<file path="src/hw/rtl/glyph_rle_pixel_decoder_core_assert.svh">
// ----------------------------------------------------------------------------
// Assertion macros for the glyph RLE pixel decoder
// Shorthand for clocked implications, sampled on clk and off during reset.
// ----------------------------------------------------------------------------
`ifndef GLYPH_RLE_PIXEL_DECODER_CORE_ASSERT_SVH
`define GLYPH_RLE_PIXEL_DECODER_CORE_ASSERT_SVH

// The consequent must hold in the same cycle as the antecedent.
`define GRD_ASSERT_SAME(lbl, ante, cons, msg) \
    lbl: assert property (@(posedge clk) disable iff (!rst_n) (ante) |-> (cons)) \
        else $error(msg);

// The consequent must hold in the cycle after the antecedent.
`define GRD_ASSERT_NEXT(lbl, ante, cons, msg) \
    lbl: assert property (@(posedge clk) disable iff (!rst_n) (ante) |=> (cons)) \
        else $error(msg);

`endif

</file>
<file path="src/hw/rtl/grd_pkg.sv">
// ----------------------------------------------------------------------------
// grd_pkg
// Types, codes and helpers shared by the glyph RLE pixel decoder modules.
// ----------------------------------------------------------------------------
package grd_pkg;

    typedef struct packed {
        logic [7:0] code_byte;
        logic       last_byte;
    } code_t;

    typedef struct packed {
        logic [7:0] blue;
        logic [7:0] green;
        logic [7:0] red;
        logic [7:0] alpha;
        logic       last_of_run;
    } pixel_t;

    // Literal progress.
    localparam logic [1:0] LIT_NONE = 2'd0;
    localparam logic [1:0] LIT_HIGH = 2'd1;
    localparam logic [1:0] LIT_LOW  = 2'd2;

    // Top two bits of a code byte.
    localparam logic [1:0] FLAG_RUN_CLEAR = 2'b00;
    localparam logic [1:0] FLAG_RUN_SOLID = 2'b01;
    localparam logic [1:0] FLAG_SPLIT     = 2'b10;
    localparam logic [1:0] FLAG_PAIR      = 2'b11;

    localparam logic [11:0] BASE_RGB_RESET = 12'hFFF;
    localparam logic [3:0]  ALPHA_CLEAR    = 4'h0;
    localparam logic [3:0]  ALPHA_SOLID    = 4'hF;
    localparam logic [2:0]  SPLIT_RUN_MAX  = 3'd5;

    typedef struct packed {
        logic load;   // take the offered code byte
        logic step;   // move the next pixel into the output register
    } grd_cmd_t;

    typedef struct packed {
        logic has_pixels;  // the offered byte produces at least one pixel
        logic slot_free;   // the output register can take a pixel this cycle
        logic final_pixel; // the pixel about to be stepped out is the last one
    } grd_status_t;

    // Three-bit alpha to a nibble.
    function automatic logic [3:0] widen3(input logic [2:0] t);
        return {t, t[0]};
    endfunction

    // Nibble to eight bits, n * 17.
    function automatic logic [7:0] widen4(input logic [3:0] n);
        return {n, n};
    endfunction

endpackage

</file>
<file path="src/hw/rtl/grd_ctrl.sv">
// ----------------------------------------------------------------------------
// grd_ctrl
// Controller: accepts code bytes and sequences pixel output one per cycle while the output register is free.
// ----------------------------------------------------------------------------
module grd_ctrl (
    input  logic                 clk,
    input  logic                 rst_n,
    input  logic                 code_valid,
    output logic                 code_stall,
    input  grd_pkg::grd_status_t status,
    output grd_pkg::grd_cmd_t    cmd
);
    import grd_pkg::*;

    typedef enum logic [1:0] {
        ST_IDLE = 2'b01,
        ST_EMIT = 2'b10
    } state_t;

    state_t state_reg;
    state_t state_next;

    always_comb
    begin
        state_next = state_reg;
        cmd        = '0;
        code_stall = 1'b1;
        case (state_reg)
            ST_IDLE:
            begin
                code_stall = 1'b0;
                if (code_valid)
                begin
                    cmd.load = 1'b1;
                    if (status.has_pixels)
                    begin
                        state_next = ST_EMIT;
                    end
                end
            end
            ST_EMIT:
            begin
                if (status.slot_free)
                begin
                    cmd.step = 1'b1;
                    if (status.final_pixel)
                    begin
                        state_next = ST_IDLE;
                    end
                end
            end
            default:
            begin
                state_next = ST_IDLE;
            end
        endcase
    end

    always_ff @(posedge clk or negedge rst_n)
    begin
        if (!rst_n)
        begin
            state_reg <= ST_IDLE;
        end
        else
        begin
            state_reg <= state_next;
        end
    end

endmodule

</file>
<file path="src/hw/rtl/grd_datapath.sv">
// ----------------------------------------------------------------------------
// grd_datapath
// Byte decoder, colour and literal state, pixel counters and output register.
// ----------------------------------------------------------------------------
module grd_datapath (
    input  logic                 clk,
    input  logic                 rst_n,
    input  grd_pkg::code_t       code,
    input  logic                 pixel_stall,
    output logic                 pixel_valid,
    output grd_pkg::pixel_t      pixel,
    input  grd_pkg::grd_cmd_t    cmd,
    output grd_pkg::grd_status_t status
);
    import grd_pkg::*;

    logic [11:0] base_rgb_reg, base_rgb_next;
    logic [1:0]  lit_phase_reg, lit_phase_next;
    logic [7:0]  lit_high_reg, lit_high_next;
    logic [11:0] pix_rgb_reg;
    logic [3:0]  alpha1_reg, alpha2_reg;
    logic [5:0]  cnt1_reg;
    logic [2:0]  cnt2_reg;
    logic        pix_valid_reg;
    pixel_t      pix_reg;

    logic [5:0]  dec_cnt1;
    logic [2:0]  dec_cnt2;
    logic [3:0]  dec_a1, dec_a2;
    logic [11:0] dec_rgb;
    logic [1:0]  flags;
    logic [2:0]  tail;
    logic        final_pixel;
    logic [3:0]  step_alpha;

    assign flags = code.code_byte[7:6];
    assign tail  = code.code_byte[2:0];

    always_comb
    begin
        dec_cnt1       = '0;
        dec_cnt2       = '0;
        dec_a1         = ALPHA_CLEAR;
        dec_a2         = ALPHA_CLEAR;
        dec_rgb        = base_rgb_reg;
        base_rgb_next  = base_rgb_reg;
        lit_phase_next = lit_phase_reg;
        lit_high_next  = lit_high_reg;
        case (lit_phase_reg)
            LIT_HIGH:
            begin
                lit_high_next  = code.code_byte;
                lit_phase_next = LIT_LOW;
            end
            LIT_LOW:
            begin
                dec_cnt1       = 6'd1;
                dec_a1         = lit_high_reg[7:4];
                dec_rgb        = {lit_high_reg[3:0], code.code_byte};
                base_rgb_next  = {lit_high_reg[3:0], code.code_byte};
                lit_phase_next = LIT_NONE;
            end
            default:
            begin
                if (code.code_byte == 8'd0)
                begin
                    lit_phase_next = LIT_HIGH;
                end
                else
                begin
                    case (flags)
                        FLAG_RUN_CLEAR:
                        begin
                            dec_cnt1 = code.code_byte[5:0];
                        end
                        FLAG_RUN_SOLID:
                        begin
                            dec_cnt1 = code.code_byte[5:0];
                            dec_a1   = ALPHA_SOLID;
                        end
                        FLAG_PAIR:
                        begin
                            dec_cnt1 = 6'd1;
                            dec_a1   = widen3(code.code_byte[5:3]);
                            dec_cnt2 = 3'd1;
                            dec_a2   = widen3(tail);
                        end
                        default:
                        begin
                            // Split code: one coded-alpha pixel, then a short run unless the tail bits are zero.
                            dec_cnt1 = 6'd1;
                            dec_a1   = widen3(code.code_byte[5:3]);
                            if (tail != 3'd0)
                            begin
                                dec_cnt2 = SPLIT_RUN_MAX - {1'b0, tail[1:0]};
                                dec_a2   = tail[2] ? ALPHA_CLEAR : ALPHA_SOLID;
                            end
                        end
                    endcase
                end
            end
        endcase
        // The last byte of a glyph drops any pending literal and restores the base.
        if (code.last_byte)
        begin
            base_rgb_next  = BASE_RGB_RESET;
            lit_phase_next = LIT_NONE;
            lit_high_next  = 8'd0;
        end
    end

    assign final_pixel = ((cnt1_reg == 6'd1) && (cnt2_reg == 3'd0)) ||
                         ((cnt1_reg == 6'd0) && (cnt2_reg == 3'd1));
    assign step_alpha  = (cnt1_reg != 6'd0) ? alpha1_reg : alpha2_reg;

    assign status.has_pixels  = (dec_cnt1 != 6'd0) || (dec_cnt2 != 3'd0);
    assign status.slot_free   = !pix_valid_reg || !pixel_stall;
    assign status.final_pixel = final_pixel;

    always_ff @(posedge clk or negedge rst_n)
    begin
        if (!rst_n)
        begin
            base_rgb_reg  <= BASE_RGB_RESET;
            lit_phase_reg <= LIT_NONE;
            lit_high_reg  <= 8'd0;
            cnt1_reg      <= '0;
            cnt2_reg      <= '0;
            pix_valid_reg <= 1'b0;
        end
        else
        begin
            if (cmd.load)
            begin
                base_rgb_reg  <= base_rgb_next;
                lit_phase_reg <= lit_phase_next;
                lit_high_reg  <= lit_high_next;
                cnt1_reg      <= dec_cnt1;
                cnt2_reg      <= dec_cnt2;
            end
            else if (cmd.step)
            begin
                if (cnt1_reg != 6'd0)
                begin
                    cnt1_reg <= cnt1_reg - 6'd1;
                end
                else
                begin
                    cnt2_reg <= cnt2_reg - 3'd1;
                end
            end
            if (cmd.step)
            begin
                pix_valid_reg <= 1'b1;
            end
            else if (!pixel_stall)
            begin
                pix_valid_reg <= 1'b0;
            end
        end
    end

    always_ff @(posedge clk)
    begin
        if (cmd.load)
        begin
            pix_rgb_reg <= dec_rgb;
            alpha1_reg  <= dec_a1;
            alpha2_reg  <= dec_a2;
        end
        if (cmd.step)
        begin
            pix_reg.blue        <= widen4(pix_rgb_reg[3:0]);
            pix_reg.green       <= widen4(pix_rgb_reg[7:4]);
            pix_reg.red         <= widen4(pix_rgb_reg[11:8]);
            pix_reg.alpha       <= widen4(step_alpha);
            pix_reg.last_of_run <= final_pixel;
        end
    end

    assign pixel_valid = pix_valid_reg;
    assign pixel       = pix_reg;

endmodule

</file>
<file path="src/hw/rtl/glyph_rle_pixel_decoder_core.sv">
// ----------------------------------------------------------------------------
// glyph_rle_pixel_decoder_core
// Run-length glyph decoder: code bytes in, BGRA pixels out.
// ----------------------------------------------------------------------------
// A code byte is accepted in ST_IDLE and its pixels are then stepped out in
// ST_EMIT, N of them with N from 0 to 63. Bytes that produce no pixel, such
// as the opening and high bytes of a literal or an empty run, leave the
// controller in ST_IDLE; the low byte of a literal produces one pixel. The
// pixel counter hands one pixel per cycle to the output register while that
// register is not stalled. The code channel stalls while a byte's pixels are
// still being sent; a finished pixel may wait in the output register while
// the next byte is taken.
module glyph_rle_pixel_decoder_core (
    input  logic            clk,
    input  logic            rst_n,
    input  logic            code_valid,
    output logic            code_stall,
    input  grd_pkg::code_t  code,
    output logic            pixel_valid,
    input  logic            pixel_stall,
    output grd_pkg::pixel_t pixel
);
    import grd_pkg::*;

    grd_cmd_t    cmd;
    grd_status_t status;

    grd_ctrl u_ctrl (
        .clk        (clk),
        .rst_n      (rst_n),
        .code_valid (code_valid),
        .code_stall (code_stall),
        .status     (status),
        .cmd        (cmd)
    );

    grd_datapath u_datapath (
        .clk         (clk),
        .rst_n       (rst_n),
        .code        (code),
        .pixel_stall (pixel_stall),
        .pixel_valid (pixel_valid),
        .pixel       (pixel),
        .cmd         (cmd),
        .status      (status)
    );

`include "glyph_rle_pixel_decoder_core_assert.svh"

    // A byte that produces pixels blocks further bytes until they are sent.
    `GRD_ASSERT_NEXT(a_busy_after_run, code_valid && !code_stall && status.has_pixels, code_stall, "code accepted while pixels pending")

    // Pixels of one byte leave back to back: a non-final transaction is refilled.
    `GRD_ASSERT_NEXT(a_run_continues, pixel_valid && !pixel_stall && !pixel.last_of_run, pixel_valid, "pixel run broken before its last pixel")

    // A pixel is only stepped out while no byte is being taken.
    `GRD_ASSERT_SAME(a_load_or_step, cmd.step, !cmd.load && code_stall, "pixel stepped while code channel open")

endmodule
</file>
<file path="config.mk">
export PLATFORM = sky130hd
export DESIGN_NAME = glyph_rle_pixel_decoder_core
export DESIGN_NICKNAME = d
export VERILOG_FILES = /design/src/hw/rtl/grd_pkg.sv /design/src/hw/rtl/grd_ctrl.sv /design/src/hw/rtl/grd_datapath.sv /design/src/hw/rtl/glyph_rle_pixel_decoder_core.sv
export VERILOG_INCLUDE_DIRS = /design/src /design/src/hw/rtl
export SDC_FILE = /design/constraint.sdc
export NUM_CORES = 1
export LEC_CHECK = 0
export ABC_AREA = 0
export BUFFER_PORTS_ARGS = -buffer_cell sky130_fd_sc_hd__buf_2
export CAP_MARGIN = 5
export CORE_MARGIN = 4
export CORE_UTILIZATION = 61
export DETAILED_ROUTE_END_ITERATION = 12
export GPL_TIMING_DRIVEN = 0
export PLACE_DENSITY = 0.95
export RECOVER_POWER = 50
export SYNTH_ARGS = -nofsm -noshare
export SYNTH_HDL_FRONTEND = slang
export SYNTH_SLANG_ARGS = --single-unit
export TNS_END_PERCENT = 1
</file>
<file path="constraint.sdc">
create_clock -name clk -period 4.8 [get_ports clk]
set_input_delay 0.96 -clock clk [delete_from_list [all_inputs] [get_ports clk]]
set_output_delay 0.96 -clock clk [all_outputs]
set_load 0.05 [all_outputs]
</file>
==> After elaboration in Yosys (flattened, before gate mapping) <==
Cells that the tools add are included.
{ "word_totals": {"ff_bits": 87, "in_bits": 13, "word_cells": 98} }
{ "op_classes": {"mux": 39, "eq_ne": 14, "n_addsub": 3, "reduce_logical": 27} }
{ "ops": {"columns": ["op", "n"], "rows": [
  ["$mux 6", 5],
  ["$mux 12", 2],
  ["$pmux 4 s2", 3],
  ["$mux 3", 6],
  ["$mux 4", 4],
  ["$mux 8", 2],
  ["$mux 2", 6],
  ["$pmux 6 s2", 1],
  ["$reduce_bool 6->1", 2],
  ["$logic_not 8->1", 1],
  ["$ne 2x2->1 const B", 4],
  ["$pmux 2 s2", 2],
  ["$reduce_and 2->1", 4],
  ["$mux 1", 7],
  ["$eq 2x1->1 const B", 3],
  ["$eq 2x2->1 const B", 3],
  ["$eq 6x1->1 const B", 1],
  ["$logic_not 6->1", 1],
  ["$pmux 3 s2", 1],
  ["$reduce_bool 2->1", 3],
  ["$reduce_bool 3->1", 2],
  ["$sub 6x1->6 const B", 1],
  ["$ne 2x1->1 const B", 2],
  ["$reduce_and 4->1", 1],
  ["11 further kinds", 16]
]} }

==> Logic depth before layout (Yosys ltp) <==
Gate-level depths: netlist of the first run.
{ "depth": {"depth_word": 10, "mapped_depth": 8} }

==> By module <==
From an unflattened synthesis of the first run, not the netlist that was laid out.
{ "hier_totals": {"hier_cells": 282, "hier_area_um2": 3417.0} }
{ "modules_own_cells": {"columns": ["module", "cells_each", "area_each_um2", "n_inst"], "rows": [
  ["grd_datapath", 273, 3314.4, 1],
  ["grd_ctrl", 9, 102.6, 1]
]} }

==> Least setup slack after synthesis of the first run <==
Ideal clock, no wire load.
{ "synth_timing": {"path_type": "input to register", "from": "input code_valid", "to": "register u_datapath.alpha1_reg[0], enable pin", "path_stages": 4, "required_time_ns": 4.412, "setup_slack_ns": 2.354, "t_arrival_ns": 2.058, "path_cell_list": "nand3b_1 -> inv_1 -> clkbuf_1 -> clkbuf_1"} }
{ "synth_rtl": {"columns": ["item", "line", "source"], "rows": [
  ["from (decl)", "glyph_rle_pixel_decoder_core.sv:16", "input logic code_valid,"],
  ["to (signal assigned)", "grd_datapath.sv:168", "alpha1_reg <= dec_a1;"],
  ["to (decl)", "grd_datapath.sv:21", "logic [3:0] alpha1_reg, alpha2_reg;"]
]} }

==> metrics.yaml, run 1 <==
die:
  die_h_um: 82.0
  ioPinCount: 48
  dieArea_sq_um: 6720
  die-width_um: 82.0
  initial_core_util_pct: 64.2
  num_rows: 26
  core_area_sq_um: 5200
cts:
  cts_tree: "yes"
  clock_path_buffers: 2
  h-tree-depth: 3
  cts_hold_buf: 0
  post-cts-setup-buffer-count: 0
  cts.sink_count: 70
  clkLatencyLatePin_ns: 0.36
  ctsResizeCount: 0
  numCtsBuffers: 9
  root_buffer: "clkbuf_8"
  clk_pin_slew_ns: 0.07
global_routing:
  met3_usage_pct: 7.24
  overflow: 0
  grt.busiest_layer: "met2"
  globalRouteTotalUtil_pct: 24.5
  use_met1_pct: 29.7
  met2_usage_pct: 39.0
  antenna_found_initial: 0
  grt_max_degree: 35
  grt_pass1_wl_mm: 11.8
  grt_pass1_vias: 2467
worst_setup_path:
  worst-setup-path-type: "input port to flop"
  worstSetupStartpoint: "pixel_stall"
  reg2reg_from: "u_ctrl.state_reg[0]$_DFFE_PN1P_"
  worstSetupEndpointType: "flop"
  arrival_ns: 2.71
  cp.required_ns: 5.04
  critPathLaunchType: "input port"
  path_max_fanout: 18
cells_and_area:
  nFillCells: 327
  final_common_cell: "nand2_1"
  final_layout_size_suffix_gt1_share_pct: 30.4
  final_area_sq_um: 3820
  nNetsFinal: 371
  area_growth_pct: 14.3
  final-seq-area_sq_um: 1950
  largest_register_ffs: 17
  final_cell_mix: "57 x nand2_1, 42 x buf_2, 36 x edfxtp_1"
  antennaDiodeCount: 0
  multi_input_area_sq_um: 1120
sta:
  hold_viol_final: 0
  drv_slew: 54
  worst_pin_slew_ns: 1.78
  timing.fmax_ghz: 0.404
  setup-violations-final: 0
  rsz0062_at_grt: "no"
  relSlewSlack_pct: -18.6
  fin_crit_sh_pct: 51.6
  skew_ns: 0.0105
  tns_ns: 0
  min_period_ns: 2.47
detailed_routing:
  vias_per_cell: 5.93
  ant_nets: 0
  routed_wl_mm: 7.40
  dr.pass1.iters: 5
  drc_errors: 0
  dr.first_iter.drc_count: 252
  wl_per_cell_um: 17.4
  vias: 2519
run:
  max-cap-violations: 2
synth:
  syn-num-nets: 315
  avgSynthCellArea_sq_um: 11.4
  ys_seq_area_share_pct: 58.3
  async_flop_share_pct: 48.6
  ys_warn_count: 0
  synthCells: 294
  ys_types: 47
  synth_area_leaders: "edfxtp_1 32%, dfrtp_1 16%, dfstp_2 10%, nand2_1 6.4%, mux2_2 5.7%"
  yosysTopAreaCellShare_pct: 32.4
  synth_seq_cells: 70
  ys.flop_type: "edfxtp_1"
  synth_area_sq_um: 3340
  synth_top_area_cell: "edfxtp_1"
  synth_edf_count: 36
place:
  place_congestion: 0.886
  dp_hpwl_mm: 5.02
  placed_area_sq_um: 3660
  portBuffers: 45
min_path:
  hp-start: "u_datapath.pix_rgb_reg[9]$_DFFE_PP_"
  hold_path_class: "flop to flop"
status:
  run_status: "finished, violations left"
  violations: "max-capacitance violations, max-slew violations"
power:
  ir_worst_vdd_v: 0.000354
  power.leakage_nw: 1.64
  cellPowerDensity_nw_per_um2: 661
## synthesized netlist by cell type (all sizes together), types with 4 or more instances
master	n
nand2b	5
dfstp	13
clkbuf	10
o211ai	4
nand3	6
nand2	57
mux2	17
nor2b	4
nor3	4
ha	8
edfxtp	36
o21ai	21
nor2	11
inv	11
buf	21
dfrtp	21
a21oi	10
## cell type report
cell class                      instances  area share (%)
Multi-Input combinational cell        182            29.4
Timing Repair Buffer                   45            5.77
Clock buffer                            9            3.24
Clock inverter                          7            2.33
Inverter                               11            1.08
Buffer                                 31            4.88
Sequential cell                        70            51.0
Tap cell                               70            2.29
## path summary, 6_finish.rpt
path                                                               end  slack, ns  depth (start not counted)
max in group asynchronous       u_datapath.lit_high_reg[4]$_DFFE_PN0P_       2.71                          1
worst min register to register          u_datapath.pixel[14]$_DFFE_PP_       0.42                          0
worst min-delay path                    u_datapath.pixel[14]$_DFFE_PP_       0.42                          0
worst max-delay path                u_datapath.cnt1_reg[5]$_DFFE_PN0P_       2.33                          4
min in group asynchronous           u_datapath.cnt2_reg[0]$_DFFE_PN0P_       1.07                          1
worst max register to register      u_datapath.cnt1_reg[5]$_DFFE_PN0P_       2.47                          4
## worst max-delay path: stages
cell      delay, ns
clkbuf_1       0.09
a21oi_1        1.27
nand3_1        0.17
o311a_2        0.21
## power by group
group / internal (W) / switching (W) / leakage (nW)
combinational: 0.000331 / 0.000610 / 0.789
clock: 0.000289 / 0.000227 / 0.104
sequential: 0.000946 / 0.000123 / 0.746
## per-layer routing
metal | vias up | share of wire (%)
met3 | 23 | 9.7
met2 | 170 | 49
li1 | 1134 | -
met4 | 0 | 3.1
met5 | - | 0
met1 | 1192 | 38
## per-stage QoR
step | utilization (%) | hold slack [ns] | setup WS, ns | total power [W] | std cells
2_1_floorplan | - | 0.400 | 2.35 | 0.00178 | 294
3_3_place_gp | 70.2 | 0.401 | 1.76 | 0.00195 | 409
3_5_place_dp | 70.2 | 0.406 | 1.65 | 0.00202 | 409
4_1_cts | 74.3 | 0.424 | 2.00 | 0.00255 | 425
5_1_grt | 73.4 | 0.426 | 2.13 | 0.00266 | 425
6_report | 73.4 | 0.423 | 2.33 | 0.00253 | 425
## cell families (layout without fill, tap and decap cells)
logic type                 count (synthesis)  count (layout)  share of synthesized area [%]
DFF                                       70              70                           58.3
muxes                                     17              17                           5.73
buffers and inverters                     42             103                           7.04
adders and majority gates                  8               8                           3.00
and+or+nand+nor                          101             101                           14.9
AOI/OAI and AO/OA                         56              56                           10.9
No activity file was read; power rests on OpenSTA's default activity.
==> inputs of run 2 (changes only) <==
--- a/config.mk
+++ b/config.mk
@@ -6,14 +6,14 @@
 export SDC_FILE = /design/constraint.sdc
 export NUM_CORES = 1
 export LEC_CHECK = 0
-export ABC_AREA = 0
+export ABC_AREA = 1
 export BUFFER_PORTS_ARGS = -buffer_cell sky130_fd_sc_hd__buf_2
 export CAP_MARGIN = 5
 export CORE_MARGIN = 4
-export CORE_UTILIZATION = 61
+export CORE_UTILIZATION = 51
 export DETAILED_ROUTE_END_ITERATION = 12
 export GPL_TIMING_DRIVEN = 0
-export PLACE_DENSITY = 0.95
+export PLACE_DENSITY = 0.86
 export RECOVER_POWER = 50
 export SYNTH_ARGS = -nofsm -noshare
 export SYNTH_HDL_FRONTEND = slang
==> constraint.sdc (replaced) <==
create_clock -name clk -period 2.25 [get_ports clk]
set_input_delay 0.45 -clock clk [delete_from_list [all_inputs] [get_ports clk]]
set_output_delay 0.45 -clock clk [all_outputs]
set_load 0.05 [all_outputs]
==> metrics.yaml, run 2 <==
cts:
  clk_pin_slew_ns: 0.08
  cts_hold_buf: 0
  clkLatencyLatePin_ns: 0.35
  cts.sink_count: 70
  h-tree-depth: 3
  ctsResizeCount: 0
  numCtsBuffers: 9
  root_buffer: "clkbuf_8"
  cts_tree: "yes"
  post-cts-setup-buffer-count: 0
  clock_path_buffers: 2
synth:
  ys_seq_area_share_pct: 57.2
  synth_edf_count: 36
  async_flop_share_pct: 48.6
  synth_area_sq_um: 3400
  synthCells: 342
  ys.flop_type: "edfxtp_1"
  avgSynthCellArea_sq_um: 9.95
  synth_area_leaders: "edfxtp_1 32%, dfrtp_1 15%, dfstp_2 10%, o21ai_0 7.4%, nand2_1 6.6%"
  ys_warn_count: 0
  yosysMostFrequentCell: "nand2_1"
  syn-num-nets: 363
  synth_commonest_cells: "60 x nand2_1, 50 x o21ai_0, 40 x inv_1"
  synth_seq_cells: 70
  ys_types: 33
  yosysTopAreaCellShare_pct: 31.8
  synth_top_area_cell: "edfxtp_1"
min_path:
  hold_path_class: "input port to flop"
  min_path_cells: 3
  hold_path_end: "u_datapath.pixel_valid$_DFFE_PN0P_"
  hp-start: "pixel_stall"
cells_and_area:
  multi_input_area_sq_um: 1080
  antennaDiodeCount: 0
  final_common_cell: "nand2_1"
  final_cell_mix: "61 x nand2_1, 51 x o21ai_0, 41 x inv_1"
  nFillCells: 522
  final_layout_size_suffix_gt1_share_pct: 22.0
  largest_register_ffs: 17
  final-seq-area_sq_um: 1950
  nNetsFinal: 420
  area_growth_pct: 13.6
die:
  core_area_sq_um: 6420
  num_rows: 29
  dieArea_sq_um: 8040
  initial_core_util_pct: 53.0
  die_h_um: 89.7
  ioPinCount: 48
  die-width_um: 89.7
sta:
  hold_viol_final: 0
  timing.hold.ws_ns: 0.399
  worst_slack_ns: 0.267
  tns_ns: 0
  relSlewSlack_pct: -21.8
  fin_crit_sh_pct: 88.1
  rsz0062_at_grt: "no"
  setup-violations-final: 0
  timing.fmax_ghz: 0.504
  min_period_ns: 1.98
  drv_slew: 35
  worst_pin_slew_ns: 1.83
  skew_ns: 0.00886
detailed_routing:
  vias_per_cell: 5.39
  dr.first_iter.drc_count: 336
  ant_nets: 0
  vias: 2594
  routed_wl_mm: 7.13
  dr.pass1.iters: 6
  wl_per_cell_um: 14.8
  drc_errors: 0
run:
  max-cap-violations: 1
place:
  dp_hpwl_mm: 4.92
  portBuffers: 46
  place_ws_ns: 0.420
  place_congestion: 0.880
global_routing:
  overflow: 0
  grt_pass1_wl_mm: 11.6
  globalRouteTotalUtil_pct: 19.1
  grt_max_degree: 35
  grt_pass1_vias: 2488
  antenna_found_initial: 0
status:
  violations: "max-capacitance violations, max-slew violations"
  run_status: "finished, violations left"
worst_setup_path:
  r2r_end: "u_datapath.lit_high_reg[1]$_DFFE_PN0P_"
  reg2reg_from: "u_ctrl.state_reg[0]$_DFFE_PN1P_"
  arrival_ns: 2.24
  worstSetupEndpointType: "flop"
  critPathLaunchType: "flop"
  cp.required_ns: 2.50
  path_max_fanout: 10
  reg2regPathDepth: 6
  worst-setup-path-type: "flop to flop"
  reg2reg_slack_ns: 0.27
power:
  cellPowerDensity_nw_per_um2: 1380
  ir_worst_vdd_v: 0.000508
  power.leakage_nw: 1.67
==> run 2: area by class of cell <==
class	count	share of cell area, %
Clock buffer	10	3.56
Tap cell	77	2.49
Clock inverter	6	1.78
Inverter	46	4.53
Timing Repair Buffer	46	5.11
Buffer	24	4.34
Multi-Input combinational cell	202	27.8
Sequential cell	70	50.4
==> run 2: cell families (layout without fill, tap and decap cells) <==
group,count (synthesis),after routing,synth area share (%)
xor gates and xnor gates,2,2,0.515
adders and majority gates,8,8,2.94
DFF,70,70,57.2
and+or+nand+nor,118,118,16.5
AOI/OAI and AO/OA,74,74,12.6
buffers and inverters,70,132,10.1
==> run 2: worst max-delay path by stage <==
stage / from / slack (ns) / cells past startpoint / endpoint
after floorplan: u_datapath.pixel_valid$_DFFE_PN0P_ / 0.66 / 6 / u_datapath.cnt1_reg[2]$_DFFE_PN0P_
after global placement: pixel_stall / 0.49 / 7 / u_datapath.cnt1_reg[2]$_DFFE_PN0P_
after detailed placement: pixel_stall / 0.42 / 6 / u_datapath.cnt2_reg[0]$_DFFE_PN0P_
after CTS: u_ctrl.state_reg[0]$_DFFE_PN1P_ / 0.39 / 4 / code_stall
after global routing: u_ctrl.state_reg[0]$_DFFE_PN1P_ / 0.14 / 6 / u_datapath.lit_high_reg[1]$_DFFE_PN0P_
final: u_ctrl.state_reg[0]$_DFFE_PN1P_ / 0.27 / 6 / u_datapath.lit_high_reg[1]$_DFFE_PN0P_
==> run 2: layer usage <==
| layer | wire, um | track usage (%) |
|---|---|---|
| met5 | 0 | 0 |
| met4 | 148 | 8.66 |
| met3 | 511 | 4.93 |
| met2 | 3430 | 30.5 |
| met1 | 3040 | 24.6 |
==> run 2: per-stage QoR <==
stage	instance area, sq um	total power, W	std cells	util [%]
after floorplan	3400	0.00386	342	-
after global placement	3730	0.00424	465	58.1
after detailed placement	3730	0.00435	465	58.1
after CTS	3940	0.00542	481	61.3
after global routing	3870	0.00570	481	60.2
final	3870	0.00535	481	60.2
==> run 2: power breakdown <==
group / switching [W] / internal [W] / total (W)
Sequential: 0.000210 / 0.00198 / 0.00219
Combinational: 0.00154 / 0.000578 / 0.00211
Clock: 0.000498 / 0.000549 / 0.00105
Total: 0.00224 / 0.00311 / 0.00535
==> run 2: critical path: stages, from the launching register on <==
cell	delay (ns)
dfstp_1	0.53
inv_1	0.09
nor2_4	0.15
nand2_1	0.15
nor2_1	0.57
inv_4	0.15
o31ai_1	0.24
==> inputs of run 3 (changes only) <==
==> constraint.sdc (replaced) <==
create_clock -name clk -period 2.25 [get_ports clk]
set_input_delay 0.3375 -clock clk [delete_from_list [all_inputs] [get_ports clk]]
set_output_delay 0.3375 -clock clk [all_outputs]
set_load 0.05 [all_outputs]
==> metrics.yaml, run 3 (synthesized netlist as in run 2, its figures left out) <==
status:
  run_status: "finished, violations left"
  violations: "max-capacitance violations, max-slew violations"
die:
  die_h_um: 89.7
  core_area_sq_um: 6420
  initial_core_util_pct: 53.0
  ioPinCount: 48
  dieArea_sq_um: 8040
  num_rows: 29
  die-width_um: 89.7
sta:
  setup-violations-final: 0
  timing.fmax_ghz: 0.512
  fin_crit_sh_pct: 86.8
  skew_ns: 0.00782
  min_period_ns: 1.95
  relSlewSlack_pct: -23.2
  hold_viol_final: 0
  worst_pin_slew_ns: 1.85
  drv_slew: 35
  rsz0062_at_grt: "no"
  tns_ns: 0
cells_and_area:
  area_growth_pct: 13.6
  final_common_cell: "nand2_1"
  largest_register_ffs: 17
  final_layout_size_suffix_gt1_share_pct: 21.3
  nNetsFinal: 420
  final_area_sq_um: 3870
  final_util_pct: 60.2
  multi_input_area_sq_um: 1080
  nFillCells: 525
  final-seq-area_sq_um: 1950
  final_cell_mix: "61 x nand2_1, 50 x o21ai_0, 41 x inv_1"
  antennaDiodeCount: 0
  layoutNonFillerInstCount: 481
cts:
  cts_tree: "yes"
  cts_hold_buf: 0
  root_buffer: "clkbuf_8"
  h-tree-depth: 3
  cts.sink_count: 70
  clock_path_buffers: 2
  ctsResizeCount: 0
  numCtsBuffers: 9
  post-cts-setup-buffer-count: 0
  clk_pin_slew_ns: 0.08
  clkLatencyLatePin_ns: 0.35
place:
  placed_area_sq_um: 3730
  dp_hpwl_mm: 4.92
  portBuffers: 46
  place_congestion: 0.880
  dp_cells: 465
detailed_routing:
  vias_per_cell: 5.35
  wl_per_cell_um: 14.9
  dr.pass1.iters: 6
  vias: 2573
  met2_length_mm: 3.46
  met3_length_um: 529
  drc_errors: 0
  ant_nets: 0
  wl_met1_mm: 3.04
  top_layer: "met4"
  dr.first_iter.drc_count: 362
  routed_wl_mm: 7.16
worst_setup_path:
  critPathLaunchType: "flop"
  path_max_fanout: 10
  arrival_ns: 2.21
  cp.required_ns: 2.50
  worstSetupEndpointType: "flop"
  worst-setup-path-type: "flop to flop"
power:
  internal_power_w: 0.00310
  power.leakage_nw: 1.66
  cellPowerDensity_nw_per_um2: 1390
  ir_worst_vdd_v: 0.000509
  power_switching_w: 0.00225
  clockPowerShare_pct: 19.6
  swShare_pct: 42.1
  power_frac_comb_pct: 39.5
  power_frac_seq_pct: 40.9
global_routing:
  grt_pass1_vias: 2488
  globalRouteTotalUtil_pct: 19.1
  grt_pass1_wl_mm: 11.6
  antenna_found_initial: 0
  grt_max_degree: 35
  overflow: 0
min_path:
  hold_path_class: "input port to flop"
run:
  max-cap-violations: 1
run 3: path summary, 6_finish.rpt:
kind | cells past startpoint | to | from | slack, ns
worst min register to register | 0 | u_datapath.pixel[13]$_DFFE_PP_ | u_datapath.pix_rgb_reg[8]$_DFFE_PP_ | 0.42
worst max-delay path | 6 | u_datapath.lit_high_reg[1]$_DFFE_PN0P_ | u_ctrl.state_reg[0]$_DFFE_PN1P_ | 0.30
worst min-delay path | 3 | u_datapath.pixel_valid$_DFFE_PN0P_ | pixel_stall | 0.28
min in group asynchronous | 1 | u_datapath.cnt1_reg[3]$_DFFE_PN0P_ | rst_n | 0.48
worst max register to register | 6 | u_datapath.lit_high_reg[1]$_DFFE_PN0P_ | u_ctrl.state_reg[0]$_DFFE_PN1P_ | 0.30
max in group asynchronous | 1 | u_datapath.lit_high_reg[2]$_DFFE_PN0P_ | rst_n | 0.70
run 3: power groups by stage:
stage / Sequential, W / Combinational, W / Clock, W
after floorplan: 0.00245 / 0.00141 / 0
after global placement: 0.00218 / 0.00206 / 0
after detailed placement: 0.00222 / 0.00214 / 0
after CTS: 0.00219 / 0.00217 / 0.00106
after global routing: 0.00224 / 0.00233 / 0.00113
final: 0.00219 / 0.00211 / 0.00105
run 3: metrics by stage:
stage	setup slack (ns)	hold slack, ns	power (W)
floorplan	0.657	0.0419	0.00386
global placement	0.499	0.400	0.00424
detailed placement	0.460	0.406	0.00435
CTS	0.431	0.0774	0.00542
global route	0.142	0.299	0.00570
finish	0.296	0.283	0.00536
run 3: critical path: stages, from the launching register on:
cell	delay, ns
dfstp_1	0.53
inv_1	0.09
nor2_4	0.15
nand2_1	0.15
nor2_1	0.54
inv_4	0.15
o31ai_1	0.24
run 3: layer usage:
layer	track usage, %	vias to the layer above
li1	-	1243
met1	24.6	1194
met2	30.5	122
met3	4.93	14
met4	8.66	0
met5	0	-
run 3: area by class of cell:
type                       instances  share of cell area (%)
timing repair buffer              46                    4.89
sequential                        70                    50.4
clock inverter                     6                    1.78
inverter                          46                    4.53
clock buffer                      10                    3.56
multi-input combinational        202                    28.0
tap                               77                    2.49
buffer                            24                    4.40
